<file path="config.mk">
export PLATFORM = sky130hd
export DESIGN_NAME = dslm_front
export DESIGN_NICKNAME = d
export VERILOG_FILES = /design/src/rtl/decaying_spatial_loudness_map_unit_assert.svh /design/src/rtl/dslm_pkg.sv /design/src/rtl/dslm_front.sv
export SDC_FILE = /design/constraint.sdc
export NUM_CORES = 1
export LEC_CHECK = 0
export BUFFER_PORTS_ARGS = -buffer_cell sky130_fd_sc_hd__buf_2
export CORE_ASPECT_RATIO = 0.75
export CORE_MARGIN = 4
export CORE_UTILIZATION = 55
export DETAILED_ROUTE_END_ITERATION = 6
export PLACE_DENSITY = 0.79
export SLEW_MARGIN = 0
export SYNTH_ARGS = -nofsm -noshare
export SYNTH_HDL_FRONTEND = slang
export SYNTH_SLANG_ARGS = --single-unit
</file>
<file path="constraint.sdc">
create_clock -name vclk -period 14.7
set_input_delay 1.47 -clock vclk [all_inputs]
set_output_delay 1.47 -clock vclk [all_outputs]
set_load 0.1 [all_outputs]
</file>
<file path="src/rtl/decaying_spatial_loudness_map_unit_assert.svh">
// ----------------------------------------------------------------------------
// Assertion macros for the loudness map unit
// Each use sits on a line of its own at the end of the module it concerns.
// ----------------------------------------------------------------------------
`ifndef DECAYING_SPATIAL_LOUDNESS_MAP_UNIT_ASSERT_SVH
`define DECAYING_SPATIAL_LOUDNESS_MAP_UNIT_ASSERT_SVH

// same-cycle implication
`define DSLM_ASSERT_IMP(lbl, ante, cons, msg) \
  lbl: assert property (@(posedge clk_i) disable iff (!rst_ni) (ante) |-> (cons)) \
    else $error(msg);

// next-cycle implication
`define DSLM_ASSERT_NXT(lbl, ante, cons, msg) \
  lbl: assert property (@(posedge clk_i) disable iff (!rst_ni) (ante) |=> (cons)) \
    else $error(msg);

`endif

</file>
<file path="src/rtl/dslm_pkg.sv">
// ----------------------------------------------------------------------------
// dslm_pkg
// Shared sizes, codes, command and configuration types of the loudness map.
// ----------------------------------------------------------------------------
`timescale 1ns / 1ps

package dslm_pkg;

  localparam int MaxGroups   = 4;
  localparam int FreqBins    = 64;
  localparam int SpatialBins = 180;
  localparam int CellBits    = 24;

  // field widths of the item ports
  localparam int GroupW   = 2;
  localparam int FreqW    = 6;
  localparam int SpatialW = 8;
  localparam int DataW    = 24;
  localparam int CoefW    = 16;

  localparam int CellDepth = 2 * MaxGroups * FreqBins * SpatialBins;
  localparam int AddrW     = $clog2(CellDepth);

  localparam int GroupCntW = $clog2(MaxGroups + 1);
  localparam int FreqCntW  = $clog2(FreqBins + 1);

  localparam int CmdDepth = 4;
  localparam int CmdPtrW  = $clog2(CmdDepth);
  localparam int CmdCntW  = $clog2(CmdDepth + 1);

  localparam int CfgIdxW  = 3;
  localparam int CfgDataW = 24;

  typedef enum logic [1:0] {
    OP_SWEEP = 2'd0,
    OP_OBS   = 2'd1,
    OP_READ  = 2'd2
  } op_e;

  typedef enum logic [2:0] {
    ST_OK     = 3'd0,
    ST_BELOW  = 3'd1,
    ST_DIRECT = 3'd2,
    ST_MASKED = 3'd3,
    ST_RANGE  = 3'd4
  } status_e;

  typedef enum logic [CfgIdxW-1:0] {
    CFG_CUTOFF       = 3'd0,
    CFG_DIRECT_DECAY = 3'd1,
    CFG_MASKED_DECAY = 3'd2,
    CFG_MASK_RATIO   = 3'd3,
    CFG_GROUPS       = 3'd4,
    CFG_FREQ_BINS    = 3'd5
  } cfg_idx_e;

  typedef enum logic [2:0] {
    CMD_SWEEP,
    CMD_RANGE,
    CMD_OBS_ADD,
    CMD_OBS_BELOW,
    CMD_READ
  } cmd_kind_e;

  typedef struct packed {
    cmd_kind_e              kind;
    logic                   plane;
    logic [AddrW-1:0]       addr;
    logic [DataW-1:0]       intensity;
  } cmd_t;

  typedef struct packed {
    logic [DataW-1:0]       cutoff;
    logic [CoefW-1:0]       direct_decay;
    logic [CoefW-1:0]       masked_decay;
    logic [CoefW-1:0]       mask_ratio;
    logic [GroupCntW-1:0]   groups;
    logic [FreqCntW-1:0]    freq_bins;
  } cfg_t;

  // flat cell address: plane, group, bin, spatial position
  function automatic logic [AddrW-1:0] cell_addr(logic p, logic [GroupW-1:0] g,
                                                 logic [FreqW-1:0] f,
                                                 logic [SpatialW-1:0] s);
    logic [AddrW-1:0] row;
    row = (AddrW'(p) * AddrW'(MaxGroups) + AddrW'(g)) * AddrW'(FreqBins) + AddrW'(f);
    return row * AddrW'(SpatialBins) + AddrW'(s);
  endfunction

endpackage

</file>
<file path="src/rtl/dslm_front.sv">
// ----------------------------------------------------------------------------
// dslm_front
// Takes input items, checks the index, runs the masking test and the cutoff
// test and turns each item into a command for the back end.
// ----------------------------------------------------------------------------
`timescale 1ns / 1ps

module dslm_front import dslm_pkg::*; (
  input  logic                 push,
  input  logic                 full_i,
  input  logic [1:0]           operation_i,
  input  logic [GroupW-1:0]    group_i,
  input  logic [FreqW-1:0]     freq_bin_i,
  input  logic [SpatialW-1:0]  spatial_bin_i,
  input  logic [DataW-1:0]     intensity_i,
  input  logic [DataW-1:0]     loudness_i,
  input  logic [DataW-1:0]     partial_loudness_i,
  input  logic                 read_masked_plane_i,
  input  cfg_t                 cfg_i,
  output logic                 cmd_wr_o,
  output cmd_t                 cmd_o
);

  logic [DataW+CoefW-1:0] loud_scaled;
  logic [DataW+CoefW-1:0] part_scaled;
  logic                   mask_hit;
  logic                   out_of_range;
  logic                   plane;

  assign cmd_wr_o = push && !full_i;

  // loudness * 256 > partial * ratio stands in for the log difference test
  assign loud_scaled = (DataW+CoefW)'({loudness_i, 8'b0});
  assign part_scaled = (DataW+CoefW)'(partial_loudness_i) * (DataW+CoefW)'(cfg_i.mask_ratio);
  assign mask_hit    = loud_scaled > part_scaled;

  assign out_of_range = (GroupCntW'(group_i) >= cfg_i.groups) ||
                        (FreqCntW'(freq_bin_i) >= cfg_i.freq_bins) ||
                        ((SpatialW+1)'(spatial_bin_i) >= (SpatialW+1)'(SpatialBins));

  assign plane = (operation_i == OP_OBS) ? mask_hit : read_masked_plane_i;

  always_comb begin
    cmd_o.plane     = plane;
    cmd_o.addr      = cell_addr(plane, group_i, freq_bin_i, spatial_bin_i);
    cmd_o.intensity = intensity_i;
    priority if (operation_i == OP_SWEEP) begin
      cmd_o.kind = CMD_SWEEP;
    end else if (out_of_range) begin
      cmd_o.kind = CMD_RANGE;
    end else if (operation_i == OP_OBS) begin
      cmd_o.kind = (intensity_i > cfg_i.cutoff) ? CMD_OBS_ADD : CMD_OBS_BELOW;
    end else begin
      // the unused operation code reads like a read
      cmd_o.kind = CMD_READ;
    end
  end

endmodule

</file>
==> key figures <==
Run status
  – Status: finished, final reports clean

Flow run
  – Max Cap Viol: 0

Yosys
  – Synth area leaders: fa_1 (41%), ha_1 (16%), inv_1 (10%)
  – Synth top area share: 41.1%
  – Mapped Area: around 0.016 mm^2
  – Netlist cell types: 67
  – Post-synthesis xor/xnor area fraction: between 3 and 4%
  – Post-synth top cells: inv_1 (431), fa_1 (319), nand2_1 (274)
  – Compound-cell area share of the yosys netlist: 9.51%
  – Syn_area_per_cell: between 8 and 9 um^2
  – Post-Synth Adder-Cell Area: a little under three fifths
  – Most common cell in the synthesized netlist: inv_1
  – Syn nets: 2545
  – Yosys warnings: 0
  – Mux share of post-synthesis cell area: less than 1%
  – Main combinational cell family by area after synthesis: adder cells
  – Seq/Total Area, Yosys: 0%
  – Simple-gate share of the synthesized area: between 10% and 20%
  – Cell taking the most area after synthesis: fa_1
  – Synth Instances: 1850

Setup path
  – CP Max Fanout: 19
  – Crit path required time: between 10 and 15 ns
  – CP endpoint kind: output pin
  – Setup Crit Path Kind: input port to output pin
  – Worst EP arrival: about 13 ns
  – Slowest cell delay on critical path: ~0.59 ns
  – Setup crit start kind: input port
  – Most frequent cell on the critical path: fa_1
  – Critical Path Slowest Stage Cell: fa_1

Cells and area
  – Sequential cell count: 0
  – Share of cells above drive strength 1: about an eighth
  – Post-layout util: between 60% and 70%
  – # fillers: around 2300
  – # diodes: 0
  – Register Area: 0 um^2
  – # nets final: 2662
  – P&R area growth vs syn: 8.32%
  – Clock Buffer Count: 0

Global route
  – Total GRT Usage: 26.5%
  – First-pass GRT wire length: roughly 68000 um
  – Antenna violations before repair: 0
  – Largest net degree at the start of global routing: 25
  – Number of global-route vias before repair: roughly 14000
  – Grt total ovfl: 0

STA
  – Setup TNS: 0 ns
  – Slew margin rel.: ~65%
  – Setup violators final: 0
  – Tcrit/Tclk final: 97.0%
  – Slew Viols, Final: 0
  – Final hold violations: 0
  – Final setup margin: roughly 0.44 ns
  – Worst slew pin tran: about 0.53 ns
  – Fin crit period: roughly 14 ns
  – Highest Clock Rate: ~0.070 GHz

Detailed routing
  – Via/cell ratio: ~5.5
  – Post-DRT Antenna Nets: 0
  – Wire per inst: about 18 um
  – # DRC: 0
  – Via count: approximately 13000
  – DR pass1 iterations: 6
  – Final WL: between 40000 and 50000 um
  – Drt initial violations: 1246

Placement
  – Dpl hpwl: 34500 um
  – Pre-CTS setup slack: approximately 0.43 ns
  – Final RePlAce weighted congestion: about 0.95
  – IO Port Bufs: ~190

Floorplan
  – Height of the die: 154 um
  – Top Ports: 221
  – Core box area: around 0.027 mm^2
  – FP Rows: 52
  – Die area: a little over 0.03 mm^2
  – Die Span X: slightly above 200 um
  – Initial Utilization: 56.7%

Clock tree
  – Hold_buf cts: 0

Min path
  – Worst Hold Class: input port to output pin
critical path: cells and delay by family:
kind / cells / cell delay (ns)
compound gates: 13 / 2.74
xor+xnor: 3 / 0.58
buf+inv: 9 / 1.08
simple gates: 8 / 1.36
fa+ha+maj: 12 / 5.51
cell type report:
class / instances / area (um^2) / area share, %
multi-input cells: 1327 / 13500 / 80.4
well taps: 378 / 473 / 2.81
inverters: 431 / 1620 / 9.62
repair buffers: 207 / 1200 / 7.14
worst paths after layout:
check / to / cells past startpoint / slack, ns / start
max: cmd_o[39] / 45 / 0.44 / cfg_i[14]
min: cmd_o[25] / 0 / 2.94 / spatial_bin_i[1]
layout by cell type, fill, tap and decap left out, drive strengths merged, types with 11 or more instances in the layout:
| cell type | count |
|---|---|
| nor2 | 39 |
| clkbuf | 14 |
| a211oi | 11 |
| fa | 319 |
| o21ai | 31 |
| o211ai | 11 |
| buf | 192 |
| xnor2 | 29 |
| o21a | 11 |
| and2 | 159 |
| nand4 | 11 |
| inv | 431 |
| a21oi | 68 |
| ha | 201 |
| nand2 | 274 |
| a21o | 42 |
| xor2 | 25 |
cells by family after synthesis:
| logic type | Yosys count |
|---|---|
| XOR/XNOR | 54 |
| AND/OR/NAND/NOR | 534 |
| AO/OA/AOI/OAI | 216 |
| adder cells (fa/ha/maj) | 520 |
| buffers and inverters | 523 |
| multiplexers | 3 |
layer usage:
metal  vias up  wire length [um]  track usage (%)
met5         -                 0                0
met4         0               416             2.41
met3        39              4250             5.50
met2       627             18600             41.8
met1      6299             18000             39.6
li1       5847                 -                -
repair_timing:
action,in CTS,in global routing
setup buffers,0,7
gates resized for setup,0,34
setup endpoints to repair,0,5
metrics by stage:
step,instance area [um^2],std cells,hold slack (ns)
final,16800,2343,2.94
after global routing,16800,2343,2.94
after CTS,16600,2336,2.94
after detailed placement,16600,2336,2.94
after global placement,16600,2336,2.94
after floorplan,15500,1850,3.15
Power is not shown: default switching activity piles up to over one toggle a cycle in this logic, so the estimate is an artifact.
