File: src/rtl/decaying_spatial_loudness_map_unit_assert.svh
// ----------------------------------------------------------------------------
// Assertion macros for the loudness map unit
// Each use sits on a line of its own at the end of the module it concerns.
// ----------------------------------------------------------------------------
`ifndef DECAYING_SPATIAL_LOUDNESS_MAP_UNIT_ASSERT_SVH
`define DECAYING_SPATIAL_LOUDNESS_MAP_UNIT_ASSERT_SVH

// same-cycle implication
`define DSLM_ASSERT_IMP(lbl, ante, cons, msg) \
  lbl: assert property (@(posedge clk_i) disable iff (!rst_ni) (ante) |-> (cons)) \
    else $error(msg);

// next-cycle implication
`define DSLM_ASSERT_NXT(lbl, ante, cons, msg) \
  lbl: assert property (@(posedge clk_i) disable iff (!rst_ni) (ante) |=> (cons)) \
    else $error(msg);

`endif

File: src/rtl/dslm_pkg.sv
// ----------------------------------------------------------------------------
// dslm_pkg
// Shared sizes, codes, command and configuration types of the loudness map.
// ----------------------------------------------------------------------------
`timescale 1ns / 1ps

package dslm_pkg;

  localparam int MaxGroups   = 4;
  localparam int FreqBins    = 64;
  localparam int SpatialBins = 180;
  localparam int CellBits    = 24;

  // field widths of the item ports
  localparam int GroupW   = 2;
  localparam int FreqW    = 6;
  localparam int SpatialW = 8;
  localparam int DataW    = 24;
  localparam int CoefW    = 16;

  localparam int CellDepth = 2 * MaxGroups * FreqBins * SpatialBins;
  localparam int AddrW     = $clog2(CellDepth);

  localparam int GroupCntW = $clog2(MaxGroups + 1);
  localparam int FreqCntW  = $clog2(FreqBins + 1);

  localparam int CmdDepth = 4;
  localparam int CmdPtrW  = $clog2(CmdDepth);
  localparam int CmdCntW  = $clog2(CmdDepth + 1);

  localparam int CfgIdxW  = 3;
  localparam int CfgDataW = 24;

  typedef enum logic [1:0] {
    OP_SWEEP = 2'd0,
    OP_OBS   = 2'd1,
    OP_READ  = 2'd2
  } op_e;

  typedef enum logic [2:0] {
    ST_OK     = 3'd0,
    ST_BELOW  = 3'd1,
    ST_DIRECT = 3'd2,
    ST_MASKED = 3'd3,
    ST_RANGE  = 3'd4
  } status_e;

  typedef enum logic [CfgIdxW-1:0] {
    CFG_CUTOFF       = 3'd0,
    CFG_DIRECT_DECAY = 3'd1,
    CFG_MASKED_DECAY = 3'd2,
    CFG_MASK_RATIO   = 3'd3,
    CFG_GROUPS       = 3'd4,
    CFG_FREQ_BINS    = 3'd5
  } cfg_idx_e;

  typedef enum logic [2:0] {
    CMD_SWEEP,
    CMD_RANGE,
    CMD_OBS_ADD,
    CMD_OBS_BELOW,
    CMD_READ
  } cmd_kind_e;

  typedef struct packed {
    cmd_kind_e              kind;
    logic                   plane;
    logic [AddrW-1:0]       addr;
    logic [DataW-1:0]       intensity;
  } cmd_t;

  typedef struct packed {
    logic [DataW-1:0]       cutoff;
    logic [CoefW-1:0]       direct_decay;
    logic [CoefW-1:0]       masked_decay;
    logic [CoefW-1:0]       mask_ratio;
    logic [GroupCntW-1:0]   groups;
    logic [FreqCntW-1:0]    freq_bins;
  } cfg_t;

  // flat cell address: plane, group, bin, spatial position
  function automatic logic [AddrW-1:0] cell_addr(logic p, logic [GroupW-1:0] g,
                                                 logic [FreqW-1:0] f,
                                                 logic [SpatialW-1:0] s);
    logic [AddrW-1:0] row;
    row = (AddrW'(p) * AddrW'(MaxGroups) + AddrW'(g)) * AddrW'(FreqBins) + AddrW'(f);
    return row * AddrW'(SpatialBins) + AddrW'(s);
  endfunction

endpackage

File: src/rtl/dslm_cmd_queue.sv
// ----------------------------------------------------------------------------
// dslm_cmd_queue
// Short command queue between the front end and the back end.
// ----------------------------------------------------------------------------
`timescale 1ns / 1ps

`include "decaying_spatial_loudness_map_unit_assert.svh"

module dslm_cmd_queue import dslm_pkg::*; (
  input  logic clk_i,
  input  logic rst_ni,
  input  logic wr_i,
  input  cmd_t data_i,
  output logic full_o,
  input  logic rd_i,
  output logic valid_o,
  output cmd_t data_o
);

  cmd_t                slot_q [CmdDepth];
  logic [CmdPtrW-1:0]  wr_ptr_q, wr_ptr_d;
  logic [CmdPtrW-1:0]  rd_ptr_q, rd_ptr_d;
  logic [CmdCntW-1:0]  cnt_q, cnt_d;

  assign full_o  = cnt_q == CmdCntW'(CmdDepth);
  assign valid_o = cnt_q != '0;
  assign data_o  = slot_q[rd_ptr_q];

  always_comb begin
    wr_ptr_d = wr_ptr_q;
    rd_ptr_d = rd_ptr_q;
    cnt_d    = cnt_q;
    if (wr_i) begin
      wr_ptr_d = wr_ptr_q + CmdPtrW'(1);
    end
    if (rd_i) begin
      rd_ptr_d = rd_ptr_q + CmdPtrW'(1);
    end
    if (wr_i && !rd_i) begin
      cnt_d = cnt_q + CmdCntW'(1);
    end else if (rd_i && !wr_i) begin
      cnt_d = cnt_q - CmdCntW'(1);
    end
  end

  always_ff @(posedge clk_i or negedge rst_ni) begin
    if (!rst_ni) begin
      wr_ptr_q <= '0;
      rd_ptr_q <= '0;
      cnt_q    <= '0;
    end else begin
      wr_ptr_q <= wr_ptr_d;
      rd_ptr_q <= rd_ptr_d;
      cnt_q    <= cnt_d;
    end
  end

  always_ff @(posedge clk_i) begin
    if (wr_i) begin
      slot_q[wr_ptr_q] <= data_i;
    end
  end

  `DSLM_ASSERT_IMP(a_q_no_overflow, wr_i, !full_o, "command queue written while full")
  `DSLM_ASSERT_IMP(a_q_no_underflow, rd_i, valid_o, "command queue read while empty")
  `DSLM_ASSERT_NXT(a_q_count_up, wr_i && !rd_i, cnt_q == $past(cnt_q) + CmdCntW'(1), "queue count lost a write")

endmodule

File: config.mk
export PLATFORM = sky130hd
export DESIGN_NAME = dslm_cmd_queue
export DESIGN_NICKNAME = d
export VERILOG_FILES = /design/src/rtl/dslm_pkg.sv /design/src/rtl/dslm_cmd_queue.sv
export VERILOG_INCLUDE_DIRS = /design/src /design/src/rtl
export SDC_FILE = /design/constraint.sdc
export NUM_CORES = 1
export LEC_CHECK = 0
export BUFFER_PORTS_ARGS = -buffer_cell sky130_fd_sc_hd__buf_2
export CAP_MARGIN = 20
export CORE_MARGIN = 1.5
export CORE_UTILIZATION = 35
export DETAILED_ROUTE_END_ITERATION = 8
export PLACE_DENSITY = 0.49
export SLEW_MARGIN = 20
export SYNTH_ARGS = -nofsm -noshare
export SYNTH_HDL_FRONTEND = slang
export SYNTH_SLANG_ARGS = --single-unit
export TNS_END_PERCENT = 20
File: constraint.sdc
create_clock -name clk_i -period 2.6 [get_ports clk_i]
set_input_delay 0.52 -clock clk_i [delete_from_list [all_inputs] [get_ports clk_i]]
set_output_delay 0.52 -clock clk_i [all_outputs]
set_load 0.01 [all_outputs]
==> results of run 1 <==
==> power breakdown <==
| group | total, uW | switching, uW | leakage [uW] | internal [uW] |
|---|---|---|---|---|
| Sequential | 4120 | 166 | 0.00173 | 3950 |
| Clock | 2460 | 1130 | 0.000254 | 1330 |
| Combinational | 2770 | 1450 | 0.000857 | 1320 |
| Total | 9350 | 2740 | 0.00284 | 6600 |
==> final timing paths <==
kind	slack, ps	start	end	depth (start not counted)
max	230	rd_ptr_q[0]$_DFFE_PN0P_	data_o[5]	3
min	310	data_i[25]	slot_q[1][25]$_DFFE_PP_	1
max reg2reg	1100	wr_ptr_q[0]$_DFFE_PN0P_	slot_q[3][14]$_DFFE_PP_	3
min reg2reg	480	cnt_q[2]$_DFFE_PN0P_	cnt_q[2]$_DFFE_PN0P_	1
max in group asynchronous	1950	rst_ni	rd_ptr_q[0]$_DFFE_PN0P_	2
min in group asynchronous	460	rst_ni	cnt_q[1]$_DFFE_PN0P_	2
==> state kept, by name, indices dropped and copies added, names as in the netlist <==
| signal | cells |
|---|---|
| slot_q | 180 |
| cnt_q | 3 |
| wr_ptr_q | 2 |
| rd_ptr_q | 2 |
==> final cells by class <==
type | instances | area [um2] | share of cell area [%]
clock buffers | 17 | 425 | 5.09
flip-flops and latches | 187 | 5590 | 66.8
well taps | 265 | 332 | 3.96
clock inverters | 15 | 141 | 1.69
multi-input cells | 68 | 1220 | 14.6
repair buffers | 107 | 643 | 7.69
diodes | 1 | 2.50 | 0.0299
inverters | 4 | 15.0 | 0.180
==> metrics by stage <==
| step | instance area [um2] | std cells | utilization [%] | setup slack, ps |
|---|---|---|---|---|
| 2_1_floorplan | 6910 | 269 | - | 498 |
| 3_3_place_gp | 7760 | 628 | 40.0 | 417 |
| 3_5_place_dp | 7760 | 628 | 40.0 | 414 |
| 4_1_cts | 8360 | 663 | 43.1 | 179 |
| 5_1_grt | 8360 | 663 | 43.1 | 151 |
| 6_report | 8360 | 664 | 43.1 | 229 |
==> cells by family after synthesis <==
logic type      Yosys count
mux                      46
simple gates              9
xor+xnor                  6
compound gates            1
fa+ha+maj                 6
flops                   187
buf+inv                  14
==> worst reg2reg max path: cells and delay by family (launching register included) <==
| family | cells | cell delay (ps) |
|---|---|---|
| adders and majority gates | 1 | 160 |
| DFF | 1 | 420 |
| and+or+nand+nor | 1 | 140 |
| buffers and inverters | 1 | 400 |
==> cells in the final DEF (no fill, tap or decap) <==
| cell | Yosys | final |
|---|---|---|
| and2_2 | 0 | 4 |
| buf_12 | 2 | 6 |
| buf_2 | 5 | 95 |
| buf_4 | 1 | 5 |
| bufinv_16 | 0 | 1 |
| clkbuf_16 | 0 | 17 |
| clkinv_1 | 0 | 1 |
| clkinv_4 | 0 | 2 |
| clkinvlp_4 | 0 | 7 |
| dfrtp_1 | 7 | 5 |
| dfrtp_2 | 0 | 1 |
| dfrtp_4 | 0 | 1 |
| diode_2 | 0 | 1 |
| dlygate4sd3_1 | 0 | 1 |
| edfxtp_1 | 180 | 180 |
| fa_1 | 1 | 1 |
| ha_1 | 5 | 5 |
| inv_1 | 4 | 4 |
| inv_6 | 0 | 3 |
| inv_8 | 0 | 1 |
| mux2_2 | 1 | 1 |
| mux4_2 | 45 | 45 |
| nand2_1 | 2 | 2 |
| nor2_1 | 1 | 1 |
| nor3b_1 | 1 | 1 |
| o21ai_0 | 1 | 1 |
| or3_1 | 1 | 1 |
| xnor2_1 | 2 | 2 |
| xor2_1 | 4 | 4 |
==> routing by layer <==
| layer | part of all wire (%) | vias to the layer above |
|---|---|---|
| met5 | 0 | - |
| met4 | 1.7 | 0 |
| met3 | 4.0 | 15 |
| met2 | 51 | 73 |
| met1 | 43 | 1651 |
| li1 | - | 1371 |
==> repair_timing <==
action	in CTS	in global routing
endpoints found under the setup margin	24	0
hold buffers	1	0
setup buffers	2	0
hold endpoints to repair	7	0
==> results by group, run 1 <==
Detailed routing
  • Drt initial violations: 144
  • Via count: 3110
  • Post-detailed-route wirelength per cell: 19.7 um
  • DRC viols: 0
  • Antenna viol nets, final: 0
  • Vias per cell: 4.68
  • Final wirelength: 13100 um
  • TritonRoute pass-1 iters: 5

Yosys
  • Synth top area share: 78.2%
  • Yosys cell types: 20
  • Synth top area cells: edfxtp_1 78%, mux4_2 15%, dfrtp_1 2.5%
  • Post-Syn Area: 0.00691 mm2
  • Synth Flop Type: edfxtp_1
  • Main combinational cell family by area after synthesis: multiplexers
  • Asr flop ratio synth: 3.74%
  • Xor and xnor fraction of the mapped netlist area: 0.761%
  • Most common cell in the netlist: edfxtp_1
  • Post-synthesis mux area share: 14.8%
  • Synth Area in Compound Gates: 0.0724%
  • Leading area contributor after synthesis: edfxtp_1
  • Synthesis-stage register bit count: 187
  • Post-synthesis adder-cell area fraction: 1.20%
  • Number of enable flip-flop cells after synthesis: 180
  • Post-synth top cells: 180 x edfxtp_1, 45 x mux4_2, 7 x dfrtp_1
  • Yosys warning count: 0
  • Seq/Total Area, Yosys: 80.8%
  • Post-Synth Simple-Gate Area: 0.724%
  • Syn avg cell area: 25.7 um2
  • Post-Syn Instances: 269
  • Synthesized net count: 324

Die
  • Die area: 0.0206 mm2
  • Starting Density: 35.6%
  • CORE AREA: 0.0194 mm2
  • Die H: 144 um
  • Ports: 96
  • Die W: 144 um
  • Rows: 51

Critical path
  • Max incr delay on CP: 560 ps
  • Critical-path cell list: buf_12 > mux4_2 > buf_2
  • Crit Path Max Fanout: 16
  • Buffers and inverters on the worst path: 2
  • Worst Path Arrival: 1850 ps
  • CP max-delay cell: mux4_2
  • Delay-heaviest family, CP: multiplexers
  • Startpoint types: register
  • Crit Path Category: reg2out
  • Crit path capture type: primary output
  • CP Data Required Time: 2080 ps

Global route
  • Gr ovfl total: 0
  • Global route hottest layer: met2
  • Largest net degree at the start of global routing: 46
  • All-Layer GR Usage: 13.6%
  • Met2 Use GR: 22.4%
  • First-pass GRT wire length: 19700 um
  • Global-route met1 utilization: 16.8%
  • Met3 GRT Util: 3.60%
  • Vias in the first global route: 3401
  • Initial antenna violation count: 1

Timing
  • Final Hold Fails: 0
  • Period utilization: 91.2%
  • Crit path time final: 2370 ps
  • Hold slack: 310 ps
  • Worst slew pin tran: 490 ps
  • Layout Skew: 9.57 ps
  • Final-report setup violation count: 0
  • Max Freq: 422 MHz
  • RSZ-0062 raised after global routing: no
  • Setup TNS: 0 ps
  • Final Max Tran Viols: 0
  • Slew margin rel.: 67.4%

Cells and area
  • Layout area overhead: 21.1%
  • Nets@finish: 440
  • Layout fillers: 1736
  • Share of cells above drive strength 1: 47.5%

Power and ir drop
  • Pwr dens: 1120 mW/mm2
  • Pwr Total: 9350 uW
  • Pleak: 0.00284 uW
  • Maximum vdd ir drop: 0.000477 V

Job
  • Number of max-cap violations: 0

Clock tree
  • Clock sink total: 187
  • Worst-path clk slew: 70 ps
  • CTS tree: done
  • CTS buffer count: 17
  • Clock root cell: clkbuf_16
  • Clk buf depth: 2
  • CTS resizes: 0
  • H-tree depth: 4
  • Clock Latency Late Sink: 420 ps

Outcome
  • Outcome: completed

Placed design
  • Number of I/O port buffers: 95
  • GPL Wtd Cong: 0.658
  • Hpwl dp: 7540 um

Min path
  • Hold Crit Class: in2reg
No activity file was read; power rests on OpenSTA's default activity.
==> run 2: changes to the inputs <==
==> constraint.sdc (replaced) <==
create_clock -name clk_i -period 2.65 [get_ports clk_i]
set_input_delay 0.265 -clock clk_i [delete_from_list [all_inputs] [get_ports clk_i]]
set_output_delay 0.265 -clock clk_i [all_outputs]
set_load 0.01 [all_outputs]
==> results by group, run 2 (synthesis gave the netlist of run 1 again) <==
Outcome
  • Outcome: completed

Critical path
  • Crit Path Category: reg2out
  • Worst Path Arrival: 2180 ps
  • Critical-path cell list: buf_4 > mux4_2 > buf_2
  • Startpoint types: register
  • CP max-delay cell: dfrtp_4
  • CP Data Required Time: 2380 ps
  • Crit Path Max Fanout: 22
  • Crit path capture type: primary output
  • Max incr delay on CP: 740 ps

Placed design
  • Dpl cell area: 0.00782 mm2
  • Number of I/O port buffers: 95
  • GPL Wtd Cong: 0.700
  • Place WS: 572 ps
  • Hpwl dp: 8230 um

Timing
  • Max Freq: 408 MHz
  • Layout Skew: 6.33 ps
  • Period utilization: 92.4%
  • Final-report setup violation count: 0
  • Crit path time final: 2450 ps
  • Setup TNS: 0 ps
  • Slew margin rel.: 60.9%
  • Final Hold Fails: 0
  • Final Max Tran Viols: 0
  • Setup WS post-layout: 201 ps
  • RSZ-0062 raised after global routing: no
  • Worst slew pin tran: 587 ps

Min path
  • Hold Crit Class: in2reg

Cells and area
  • Top flop regs: slot_q: 180 flops, cnt_q: 3 flops
  • Largest register FFs: 180
  • Share of cells above drive strength 1: 47.4%
  • Most flops, register: slot_q
  • Final instance area: 0.00840 mm2
  • Layout area overhead: 21.6%
  • Nets@finish: 441
  • Commonest non-fill, non-tap cell in the layout: edfxtp_1
  • Commonest non-fill, non-tap cells in the layout: 180 x edfxtp_1, 95 x buf_2, 45 x mux4_2, 17 x clkbuf_16, 8 x buf_12

Detailed routing
  • Vias per cell: 4.65
  • Drt initial violations: 113
  • DRC viols: 0
  • Final wirelength: 12900 um
  • Post-detailed-route wirelength per cell: 19.4 um
  • Antenna viol nets, final: 0
  • TritonRoute pass-1 iters: 4
  • Via count: 3092

Clock tree
  • Clk buf depth: 2
  • CTS resizes: 0
  • CTS buffer count: 17
  • Post-CTS setup buffer count: 0
  • Worst-path clk slew: 70 ps
  • Hold Buf Count CTS: 1
  • H-tree depth: 4
  • Clock Latency Late Sink: 420 ps
  • Clock sink total: 187
  • Clock root cell: clkbuf_16
  • CTS tree: done

Die
  • Rows: 51
  • Starting Density: 35.6%
  • Die W: 144 um
  • Die H: 144 um
  • Ports: 96
  • CORE AREA: 0.0194 mm2
  • Die area: 0.0206 mm2

Global route
  • Vias in the first global route: 3455
  • All-Layer GR Usage: 13.4%
  • First-pass GRT wire length: 19600 um
  • Largest net degree at the start of global routing: 23
  • Gr ovfl total: 0
  • Initial antenna violation count: 1

Power and ir drop
  • Pwr Total: 9180 uW
  • Maximum vdd ir drop: 0.000494 V
  • Pwr dens: 1090 mW/mm2
  • Pleak: 0.00288 uW

Job
  • Number of max-cap violations: 0
==> run 2: path summary, 6_finish.rpt <==
kind / to / start / depth (start not counted) / slack [ps]
max: data_o[22] / rd_ptr_q[0]$_DFFE_PN0P_ / 3 / 200
min: slot_q[2][37]$_DFFE_PP_ / data_i[37] / 1 / 60
max reg2reg: slot_q[1][9]$_DFFE_PP_ / wr_ptr_q[1]$_DFFE_PN0P_ / 4 / 830
min reg2reg: cnt_q[2]$_DFFE_PN0P_ / cnt_q[2]$_DFFE_PN0P_ / 1 / 480
max in group asynchronous: rd_ptr_q[0]$_DFFE_PN0P_ / rst_ni / 2 / 2270
min in group asynchronous: cnt_q[1]$_DFFE_PN0P_ / rst_ni / 2 / 200
==> run 2: routing by layer <==
metal | GRT usage (%) | part of all wire (%)
met2 | 22.3 | 50
met4 | 5.21 | 1.4
met5 | 0 | 0
met3 | 4.40 | 4.9
met1 | 16.3 | 43
==> run 2: report_power, final <==
| group | total [uW] | internal (uW) | switching, uW |
|---|---|---|---|
| Clock | 2450 | 1390 | 1060 |
| Combinational | 2550 | 1290 | 1260 |
| Sequential | 4180 | 3870 | 308 |
| Total | 9180 | 6550 | 2630 |
==> run 2: metrics by stage <==
stage / hold slack [ps] / utilization, % / cells
final: 55.8 / 43.3 / 665
after global routing: 36.9 / 43.3 / 664
after CTS: 34.5 / 43.3 / 664
after detailed placement: 120 / 40.3 / 631
after global placement: 113 / 40.3 / 631
after floorplan: -30.6 / - / 269
==> run 2: final cells by class <==
class / count / area (um2)
Timing Repair Buffer: 108 / 676
Clock buffer: 17 / 425
Inverter: 4 / 15.0
Multi-Input combinational cell: 68 / 1220
Sequential cell: 187 / 5590
Clock inverter: 15 / 149
Antenna cell: 1 / 2.50
Tap cell: 265 / 332
Fill cell: 1726 / 11000
==> run 2: worst max-delay path: cells and delay by family (launching register included) <==
| family | cells | cell delay [ps] |
|---|---|---|
| buffers and inverters | 2 | 480 |
| flip-flops | 1 | 740 |
| multiplexers | 1 | 530 |
